## src/rtl/sitda_pkg.sv

```systemverilog
// shared types, character codes and the double-dabble step for the decimal text unit
package sitda_pkg;

  localparam int unsigned DIGITS = 10;
  localparam int unsigned BIN_W = 32;
  localparam int unsigned BCD_W = 4 * DIGITS;
  localparam int unsigned STEPS_PER_STAGE = 8;
  localparam int unsigned DD_STAGES = BIN_W / STEPS_PER_STAGE;

  localparam logic [7:0] CHAR_ZERO  = 8'h30;
  localparam logic [7:0] CHAR_MINUS = 8'h2D;
  localparam logic [7:0] CHAR_NINE  = 8'h39;

  // bcd accumulator and the binary bits still to shift in
  typedef struct packed {
    logic [BCD_W-1:0] bcd;
    logic [BIN_W-1:0] bin;
  } dd_t;

  // one shift-and-add-3 step
  function automatic dd_t dd_step(input dd_t x);
    dd_t r;
    r = x;
    for (int d = 0; d < DIGITS; d++) begin
      if (r.bcd[4*d +: 4] >= 4'd5) begin
        r.bcd[4*d +: 4] = r.bcd[4*d +: 4] + 4'd3;
      end
    end
    r = {r.bcd[BCD_W-2:0], r.bin, 1'b0};
    return r;
  endfunction

endpackage

```

## src/rtl/signed_int_to_decimal_ascii_unit.sv

```systemverilog
// signed 32-bit integer to decimal ascii text, pipelined converter with character serializer
//
//  channel | ports                              | word
//  --------+------------------------------------+--------------------------------
//  input   | value_valid, value_ready, value    | one signed 32-bit integer
//  output  | char_valid, char_ready, char_code, | one ascii character, last marks
//          | last                               | the final character of a value
//
// A word passes an input register and four double-dabble stages of eight steps
// each, and is then loaded into the serializer, which puts out its first character.
// The serializer sends one character per cycle while char_ready is high: a value
// gives 1 to 11 characters (sign plus up to ten digits), which sets the sustained rate.
// The stages take a new word every cycle while the serializer keeps pace;
// a stall on the output backs up through the stages without loss.
// Synchronous reset empties all stages and the serializer.
module signed_int_to_decimal_ascii_unit (
  input  logic               clk,
  input  logic               rst,
  input  logic               value_valid,
  output logic               value_ready,
  input  logic signed [31:0] value,
  output logic               char_valid,
  input  logic               char_ready,
  output logic [7:0]         char_code,
  output logic               last
);

  localparam int unsigned NST = sitda_pkg::DD_STAGES + 1;

  sitda_pkg::dd_t st_dd  [NST];
  logic           st_neg [NST];
  logic           st_vld [NST];
  logic           st_rdy [NST+1];
  sitda_pkg::dd_t dd_next [NST];

  logic       ser_busy;
  logic       ser_neg;
  logic [3:0] ser_dig [sitda_pkg::DIGITS];
  logic [3:0] idx;
  logic [3:0] idx_next;
  logic       ld_rdy;
  logic       ld;
  logic       fin;
  logic [3:0] cur_dig;

  // magnitude of the incoming word, then eight double-dabble steps per stage
  always_comb begin
    sitda_pkg::dd_t tmp;
    dd_next[0].bcd = '0;
    dd_next[0].bin = value[31] ? 32'(~value + 32'sd1) : 32'(value);
    for (int k = 1; k < NST; k++) begin
      tmp = st_dd[k-1];
      for (int j = 0; j < sitda_pkg::STEPS_PER_STAGE; j++) begin
        tmp = sitda_pkg::dd_step(tmp);
      end
      dd_next[k] = tmp;
    end
  end

  // backpressure chain through the stages
  always_comb begin
    st_rdy[NST] = ld_rdy;
    for (int k = NST - 1; k >= 0; k--) begin
      st_rdy[k] = !st_vld[k] || st_rdy[k+1];
    end
  end

  assign value_ready = st_rdy[0];

  // stage registers
  for (genvar k = 0; k < NST; k++) begin : g_stage
    logic in_vld;
    logic in_neg;
    if (k == 0) begin : g_first
      assign in_vld = value_valid;
      assign in_neg = value[31];
    end else begin : g_rest
      assign in_vld = st_vld[k-1];
      assign in_neg = st_neg[k-1];
    end

    always_ff @(posedge clk) begin
      if (rst) begin
        st_vld[k] <= 1'b0;
      end else if (st_rdy[k]) begin
        st_vld[k] <= in_vld;
      end
    end

    always_ff @(posedge clk) begin
      if (st_rdy[k] && in_vld) begin
        st_dd[k]  <= dd_next[k];
        st_neg[k] <= in_neg;
      end
    end
  end

  // current character and end of run
  assign cur_dig    = ser_dig[idx];
  assign char_valid = ser_busy;
  assign char_code  = ser_neg ? sitda_pkg::CHAR_MINUS : (sitda_pkg::CHAR_ZERO | {4'd0, cur_dig});
  assign last       = !ser_neg && (idx == 4'd0);
  assign fin        = char_valid && char_ready && last;
  assign ld_rdy     = !ser_busy || fin;
  assign ld         = st_vld[NST-1] && ld_rdy;

  // leading digit position of the finished value
  always_comb begin
    idx_next = 4'd0;
    for (int j = 0; j < sitda_pkg::DIGITS; j++) begin
      if (st_dd[NST-1].bcd[4*j +: 4] != 4'd0) begin
        idx_next = 4'(j);
      end
    end
  end

  // serializer control
  always_ff @(posedge clk) begin
    if (rst) begin
      ser_busy <= 1'b0;
      ser_neg  <= 1'b0;
      idx      <= 4'd0;
    end else if (ld) begin
      ser_busy <= 1'b1;
      ser_neg  <= st_neg[NST-1];
      idx      <= idx_next;
    end else if (char_valid && char_ready) begin
      if (ser_neg) begin
        ser_neg <= 1'b0;
      end else if (idx == 4'd0) begin
        ser_busy <= 1'b0;
      end else begin
        idx <= idx - 4'd1;
      end
    end
  end

  // serializer digits
  always_ff @(posedge clk) begin
    if (ld) begin
      for (int j = 0; j < sitda_pkg::DIGITS; j++) begin
        ser_dig[j] <= st_dd[NST-1].bcd[4*j +: 4];
      end
    end
  end

  // checks
  a_char_range: assert property (@(posedge clk) disable iff (rst)
    char_valid |-> (char_code == sitda_pkg::CHAR_MINUS) ||
                   (char_code >= sitda_pkg::CHAR_ZERO && char_code <= sitda_pkg::CHAR_NINE))
    else $error("character code out of range");

  a_sign_not_last: assert property (@(posedge clk) disable iff (rst)
    (char_valid && char_code == sitda_pkg::CHAR_MINUS) |-> !last)
    else $error("minus sign flagged as last");

  a_stall_full: assert property (@(posedge clk) disable iff (rst)
    !value_ready |-> (st_vld[0] && !char_ready) || (st_vld[0] && char_valid))
    else $error("input stalled with empty first stage");

  a_reset_idle: assert property (@(posedge clk)
    $past(rst) |-> !char_valid)
    else $error("output valid right after reset");

endmodule
```

## config.mk

```make
export PLATFORM = sky130hd
export DESIGN_NAME = signed_int_to_decimal_ascii_unit
export DESIGN_NICKNAME = d
export VERILOG_FILES = /design/src/rtl/sitda_pkg.sv /design/src/rtl/signed_int_to_decimal_ascii_unit.sv
export SDC_FILE = /design/constraint.sdc
export NUM_CORES = 1
export LEC_CHECK = 0
export ABC_AREA = 1
export BUFFER_PORTS_ARGS = -buffer_cell sky130_fd_sc_hd__buf_2
export CAP_MARGIN = 15
export CORE_ASPECT_RATIO = 0.9
export CORE_MARGIN = 5
export CORE_UTILIZATION = 50
export DETAILED_ROUTE_END_ITERATION = 16
export PLACE_DENSITY_LB_ADDON = 0.15
export SYNTH_ARGS = -nofsm -noshare
export SYNTH_HDL_FRONTEND = slang
export SYNTH_SLANG_ARGS = --single-unit
```

## constraint.sdc

```tcl
create_clock -name clk -period 6 [get_ports clk]
set_input_delay 0.3 -clock clk [delete_from_list [all_inputs] [get_ports clk]]
set_output_delay 0.3 -clock clk [all_outputs]
set_load 0.05 [all_outputs]
```

After elaboration in Yosys (flattened, before gate mapping). Memory sizes are Yosys's and may differ from the RTL's. A register that Yosys moved wholly into a read port is not among the register bits. Index checks and enable logic that the tools add are counted.

$add $sub $neg: 322. Order comparisons: 320. Equal/unequal tests: 2. Mux-type cells: 377. Bitwise logic cells: 6. Reduce and logical (&&, ||, !) cells: 36.

Operators by type and width (count): greater-or-equal comparator 4 x 3 -> 1 bit (second input constant) (320); two-way mux 4 bit (302); adder 4 x 2 -> 4 bit (second input constant) (288); adder 3 x 2 -> 3 bit (second input constant) (32); two-way mux 3 bit (32); two-way mux 1 bit (41); nonzero test 4 bit (9); adder 32 x 2 -> 32 bit (second input constant) (1); two-way mux 32 bit (1); NOT 32 bit (1); logical AND 1 bit (9); zero test 1 bit (7); logical OR 1 bit (6); AND reduction 3 bit (2); two-way mux 5 bit (1); OR 1 bit (5); zero test 4 bit (1); nonzero test 2 bit (2); subtractor 4 x 1 -> 4 bit (second input constant) (1); inequality test 2 x 1 -> 1 bit (second input constant) (1); inequality test 2 bit (second input constant) (1).

Register bits: 6. Bits in writable memories: 410. Bits of input ports: 36. Output and inout bits: 11. Word-level logic and storage cells: 1070. Memories: 4.

Memory list: st_dd (depth 5, width 72, read ports 5, clocked after Yosys merged registers in 0, wr ports 5, line signed_int_to_decimal_ascii_unit.sv:30) `sitda_pkg::dd_t st_dd [NST];`; ser_dig (depth 10, width 4, read ports 1, clocked after Yosys merged registers in 1, wr ports 10, line signed_int_to_decimal_ascii_unit.sv:38) `logic [3:0] ser_dig [sitda_pkg::DIGITS];`; st_neg (depth 5, width 1, read ports 5, clocked after Yosys merged registers in 0, wr ports 5, line signed_int_to_decimal_ascii_unit.sv:31) `logic st_neg [NST];`; st_vld (depth 5, width 1, read ports 5, clocked after Yosys merged registers in 0, wr ports 5, line signed_int_to_decimal_ascii_unit.sv:32) `logic st_vld [NST];`.

Depth between registers and ports, before layout. Gate-level depths: netlist of the first run. An unclocked memory read counts as a cell.

Depth in word-level cells: 17. Gate-level depth with buffers: 49. Depth with buffers taken out: 49.

Worst setup path after synthesis of the first run. No wires, ideal clock.

Kind: reg2reg. Start point: memory st_dd[0][276] (netlist name). End point: memory st_dd[0][357] (netlist name), data pin. Library setup time: 0.258 ns. Arrival: 5.324 ns. Required time: 5.742 ns. Slack: 0.418 ns. Stages on the path, launching flop included: 40. Path buffers: 0. Period minus slack after synthesis: 5.582 ns. Path through: edfxtp_1 -> inv_1 -> ha_1 -> inv_1 -> ha_1 -> inv_1 -> nand2_1 -> nand2_1 -> nand2_1 -> ha_1 -> nand3_1 -> nand4_1 -> and2_4 -> nand2_2 -> nand2_1 -> nand2_1 -> ha_1 -> inv_1 -> [4 not listed] -> a21oi_1 -> nand3_1 -> and2_1 -> nand2_2 -> xor2_1 -> inv_1 -> ha_1 -> inv_1 -> ha_1 -> inv_1 -> o21ai_0 -> inv_1 -> xor2_1 -> ha_1 -> inv_1 -> o21ai_0 -> nand2_1 -> xnor2_1.

RTL lines (line): start, declared (signed_int_to_decimal_ascii_unit.sv:30).

==> results of run 1 <==
[metal layers]
layer	vias up	global-route usage [%]
li1	11411	-
met2	182	30.91
met4	0	3.065
met5	-	0
met3	49	2.044
met1	9614	21.32
[sequential cells by signal, indices dropped and copies added (netlist names), named ones only]
name,count
st_vld,5
st_neg,5
idx,4
ser_neg,1
ser_dig,40
st_dd,182
char_valid,1
[cell usage in the layout, fill, tap and decap left out, types with 19 or more instances in the layout]
| master | Yosys | layout |
|---|---|---|
| a21o_1 | 28 | 28 |
| a21oi_1 | 46 | 41 |
| and2_1 | 26 | 19 |
| and2_4 | 11 | 20 |
| buf_2 | 0 | 43 |
| buf_4 | 3 | 29 |
| clkbuf_16 | 0 | 29 |
| edfxtp_1 | 232 | 232 |
| ha_1 | 148 | 143 |
| inv_1 | 562 | 549 |
| inv_2 | 22 | 35 |
| nand2_1 | 1081 | 1053 |
| nand2_2 | 184 | 205 |
| nand2_4 | 16 | 23 |
| nand3_1 | 347 | 315 |
| nand3_2 | 80 | 105 |
| nand4_1 | 129 | 129 |
| nor2_1 | 86 | 80 |
| o21ai_0 | 79 | 76 |
| o21ai_1 | 29 | 27 |
| o21ai_2 | 38 | 42 |
| xnor2_1 | 23 | 21 |
| xor2_1 | 70 | 65 |
[cells by family (layout without fill, tap and decap cells)]
logic type	after synthesis	after routing	share of synthesized area, %
and+or+nand+nor	2024	2024	40.69
buffers and inverters	597	711	9.349
AOI/OAI and AO/OA	289	289	7.853
DFF	242	242	29.75
adders and majority gates	148	148	7.687
xor gates and xnor gates	108	108	4.394
muxes	6	6	0.2493
other	2	3	0.03117
[worst reg2reg max path: cells and delay by family (launching register included)]
kind                       cells  cell delay, ps
and+or+nand+nor               30            2950
adders and majority gates      8            1370
DFF                            1             440
buffers and inverters          9             670
AOI/OAI and AO/OA              1             100
[final cells by class]
class	count	area [sq um]	share of cell area, %
clock buffer	31	733.2	2.740
timing repair buffer	75	490.5	1.833
multi-input combinational	2578	15200	56.79
tap	624	780.7	2.918
sequential	242	7167	26.78
inverter	585	2196	8.206
clock inverter	20	195.2	0.7294
[worst min-delay path by stage]
stage	end	depth (start not counted)	startpoint	slack, ps
floorplan	st_dd[0][0]	0	value[0]	400
global placement	st_dd[0][90]	0	st_dd[0][10]	400
detailed placement	ser_dig[0][2]	0	st_dd[0][322]	400
CTS	st_dd[0][10]	2	value[10]	20
global route	st_dd[0][10]	2	value[10]	30
finish	st_dd[0][10]	2	value[10]	60
[stage by stage]
stage / setup slack (ps) / std cells / cell area [sq um]
floorplan: 418.3 / 3417 / 24090
global placement: 199.5 / 4076 / 25090
detailed placement: -210.8 / 4076 / 25090
CTS: 12.12 / 4128 / 26040
global route: -165.8 / 4155 / 26760
finish: 291.3 / 4155 / 26760
[what timing repair did]
action	CTS	global route
endpoints found under the hold margin	1	0
buffers inserted	0	25
hold buffers	1	0
pin swaps	0	30
setup endpoints to repair	3	57
resized for setup	3	128
==> flow_metrics.tcl, run 1 <==
set metrics [dict create \
    criticalPathCategory "flop to flop" \
    grt_pass1_wl_um 80090 \
    drt_iter0_drc 940 \
    seq_area_frac_synth_pct 29.75 \
    viasPerCell 5.116 \
    top_layer "met4" \
    slowest_stage "edfxtp_1" \
    fmax_mhz 175.2 \
    critical_path_required_ps 6300 \
    core_area_sq_um 47740 \
    num_vias 21256 \
    antenna_left 0 \
    finClkSkew_ps 21.73 \
    start_util_pct 50.47 \
    worstMarginPinSlew_ps 1034 \
    synth_cell_types 57 \
    clock-sinks 242 \
    critPathCaptureType "flop" \
    reg2regPathDepth 48 \
    rsz0062_at_grt "true" \
    synth_warnings 0 \
    ys_seq_elements 242 \
    nNetsFinal 3694 \
    grt_max_degree 47 \
    fill_cells 4330 \
    clk_pin_slew_ps 60 \
    ys.flop_type "edfxtp_1" \
    crit_end "st_dd[0][351]" \
    crit_start "st_dd[0][276]" \
    maxCapViolCount 0 \
    cpMostUsedCell "nand2_1" \
    netlist_top_cells_area "edfxtp_1, nand2_1, inv_1" \
    status "finished, final reports clean" \
    rows 76 \
    crit_path_max_fanout 5 \
    synthCells 3416 \
    cpPeakStageDelay_ps 440 \
    cp.depth 48 \
    r2r-end "st_dd[0][351]" \
    first_pass_iters 5 \
    finalMaxSlewViolations 0 \
    die_area_sq_um 52680 \
    synth.most_common_cell "nand2_1" \
    worst-path-buf-inv 9 \
    die_h_um 218.2 \
    wl_met2_um 22140 \
    synth-edff-count 232 \
    wl_per_cell_um 10.90 \
    syn_area_per_cell_sq_um 7.052 \
    numCtsBuffers 28 \
    synthToLayoutAreaGrowth_pct 11.08 \
    synth.top_cell.area_share_pct 28.92 \
    clock_latency_ps 560 \
    cts_tree "built" \
    gp_congestion 0.8206 \
    die_w_um 241.4 \
    wl_met1_um 21390 \
    finalSetupViolCount 0 \
    antenna_found_initial 0 \
    htreeDepth 1 \
    routed_wl_um 45280 \
    async_flop_share_pct 0 \
    clockBufferDepth 3 \
    io-pin-count 47 \
    crit_family "simple AND/OR/NAND/NOR gates" \
    period_needed_ps 5709 \
    drc 0 \
    setup_tns_ps 0 \
    grt.overflow.total 0 \
    yosysTopAreaCell "edfxtp_1" \
    utilization_pct 56.06 \
    grt_pass1_vias 19802 \
    wl_met3_um 1109 \
    layout-drive-gt1-share_pct 18.18 \
    diodes 0 \
    syn_area_sq_um 24090 \
    rr_startpoint "st_dd[0][276]" \
    maxSlewHeadroom_pct 31.06 \
    netlist_top_cells_count "nand2_1, inv_1, nand3_1, edfxtp_1, nand2_2" \
    worst_ep_arrival_time_ps 6010 \
    io_buffers 43 \
    start_kind "flop" \
    track_usage_pct 16.80 \
    hp-class "input pin to flop" \
    hold_slack_ps 55.69 \
    r2r_slack_ps 290 \
    finalHoldViolations 0 \
    fin_crit_sh_pct 95.14 \
    hpwl_um 35910 \
    ctsRootBufferMaster "clkbuf_16" \
]
Power of run 1 is left out: the tool's default activity adds up to more than one toggle a clock period on the data nets, which glitch-free logic cannot reach.
==> inputs of run 2 (changes only) <==
Settings changed: ABC_AREA 1 to 0, RECOVER_POWER set to 25.
==> flow_metrics.tcl, run 2 <==
set metrics [dict create \
    hpwl_um 49580 \
    top_usage_layer "met2" \
    maxSlewHeadroom_pct 20.15 \
    finalHoldViolations 0 \
    netlist_top_cells_area "edfxtp_1, ha_1, nand2_1" \
    min_to "st_dd[0][13]" \
    rows 82 \
    synth.most_common_cell "nand2_1" \
    num_vias 28533 \
    track_usage_pct 20.32 \
    reg2regPathDepth 34 \
    top_register "st_dd" \
    rsz0062_at_grt "true" \
    antenna_left 0 \
    drt_iter0_drc 2200 \
    layout_common_cells "buf_4, nand2_1, nor2_1" \
    core_area_sq_um 55610 \
    grt_pass1_vias 25458 \
    maxCapViolCount 0 \
    grt.overflow.total 0 \
    synth_warnings 0 \
    hp-class "input pin to flop" \
    met1_usage_pct 28.04 \
    fmax_mhz 162.0 \
    nNetsFinal 4111 \
    start_util_pct 50.45 \
    clock-sinks 242 \
    synthCells 3377 \
    r2r_slack_ps -170 \
    place_inst 4405 \
    start_kind "flop" \
    setup_slack_ps -173.7 \
    placed_area_sq_um 31670 \
    fin_area_sq_um 37850 \
    synth.top_cell.area_share_pct 24.83 \
    worst-path-buf-inv 5 \
    syn_area_sq_um 28060 \
    reg_top3 "st_dd x182, ser_dig x40" \
    clockBufferDepth 3 \
    finalSetupViolCount 18 \
    grt_pass1_wl_um 112400 \
    status "finished, violations left" \
    pre_cts_slack_ps -322.2 \
    cts_tree "built" \
    rr_startpoint "st_dd[0][105]" \
    grtUsageMet2_pct 35.20 \
    slowest_stage "a221o_2" \
    cpPeakStageDelay_ps 430 \
    synth-edff-count 232 \
    wl_per_cell_um 15.88 \
    numCtsBuffers 29 \
    largest_reg_flops 182 \
    criticalPathCategory "flop to flop" \
    cpMostUsedCell "inv_2" \
    instances_no_fill 4705 \
    critical_path_required_ps 6310 \
    layout-drive-gt1-share_pct 38.19 \
    clock_latency_ps 580 \
    ys.flop_type "edfxtp_1" \
    first_pass_iters 6 \
    viasPerCell 6.064 \
    diodes 0 \
    muxShareOfSynthArea_pct 7.501 \
    synth_adder_area_share_pct 6.676 \
    period_needed_ps 6174 \
    violations "negative setup slack" \
    die_w_um 259.7 \
    worst_ep_arrival_time_ps 6480 \
    critPathCaptureType "flop" \
    r2r-end "st_dd[0][184]" \
    synth-simple-area-share_pct 19.95 \
    synth_cell_types 137 \
    synthToLayoutAreaGrowth_pct 34.91 \
    ctsRootBufferMaster "clkbuf_16" \
    syn_area_per_cell_sq_um 8.308 \
    die_area_sq_um 60950 \
    antenna_found_initial 1 \
    met3_usage_pct 1.804 \
    finClkSkew_ps 31.17 \
    die_h_um 234.7 \
    clk_pin_slew_ps 60 \
    utilization_pct 68.07 \
    crit_path_max_fanout 6 \
    grt_max_degree 47 \
    synth_top_family_by_area "compound AO/OA/AOI/OAI gates" \
    ys_seq_elements 242 \
    netlist_top_cells_count "nand2_1, nor2_1, edfxtp_1, a21oi_1, o21ai_0" \
    seq_area_frac_synth_pct 25.55 \
    finalMaxSlewViolations 0 \
    final_common_cell "buf_4" \
    drc 0 \
    io-pin-count 47 \
    htreeDepth 1 \
    yosysTopAreaCell "edfxtp_1" \
    hold_start "value[13]" \
    fin_crit_sh_pct 102.9 \
    routed_wl_um 74740 \
    synth_xor_area_share_pct 4.718 \
    worstMarginPinSlew_ps 1198 \
    crit_family "simple AND/OR/NAND/NOR gates" \
    hold_depth 2 \
    synth_compound_gate_area_share_pct 31.34 \
    async_flop_share_pct 0 \
    io_buffers 43 \
    gp_congestion 0.8428 \
]
-- run 2: metal layers --
layer	part of all wire, %	up-vias
met1	44	13654
met5	0	-
met2	50	746
met4	2.2	0
met3	3.8	153
li1	-	13980
-- run 2: worst max-delay path by stage --
stage                             start       endpoint  slack (ps)  depth (start not counted)
after floorplan           st_dd[0][268]  st_dd[0][348]        -230                         32
after global placement    st_dd[0][252]  st_dd[0][331]          20                         28
after detailed placement  st_dd[0][188]  st_dd[0][275]        -320                         31
after CTS                 st_dd[0][268]  st_dd[0][349]           1                         29
after global routing      st_dd[0][105]  st_dd[0][194]        -420                         36
final                     st_dd[0][105]  st_dd[0][184]        -170                         34
-- run 2: repair_timing --
item,in CTS,in global routing
pin swaps,50,309
hold buffers,1,0
endpoints found under the setup margin,71,76
gates cloned,0,0
hold endpoints to repair,1,0
setup buffers,43,210
gates resized for setup,100,658
-- run 2: cell type report --
cell class | instances | area (sq um)
Inverter | 213 | 819.5
Sequential cell | 242 | 7167
Multi-Input combinational cell | 2832 | 23390
Clock inverter | 22 | 212.7
Timing Repair Buffer | 609 | 4577
Clock buffer | 31 | 733.2
Tap cell | 756 | 945.9
Fill cell | 4241 | 17760
-- run 2: metrics by stage --
step,hold WS [ps],TNS (ps)
2_1_floorplan,398.9,-1182
3_5_place_dp,404.5,-9478
4_1_cts,16.63,0
6_report,46.95,-1257
3_3_place_gp,400.8,0
5_1_grt,30.09,-11530
-- run 2: logic make-up (layout without fill, tap and decap cells) --
| kind of cell | Yosys count | after routing |
|---|---|---|
| DFF | 242 | 242 |
| adders and majority gates | 150 | 150 |
| and+or+nand+nor | 1133 | 1133 |
| other | 2 | 3 |
| xor gates and xnor gates | 136 | 136 |
| buffers and inverters | 304 | 875 |
| muxes | 186 | 186 |
| AOI/OAI and AO/OA | 1224 | 1224 |
Power of run 2 is left out for the same reason.
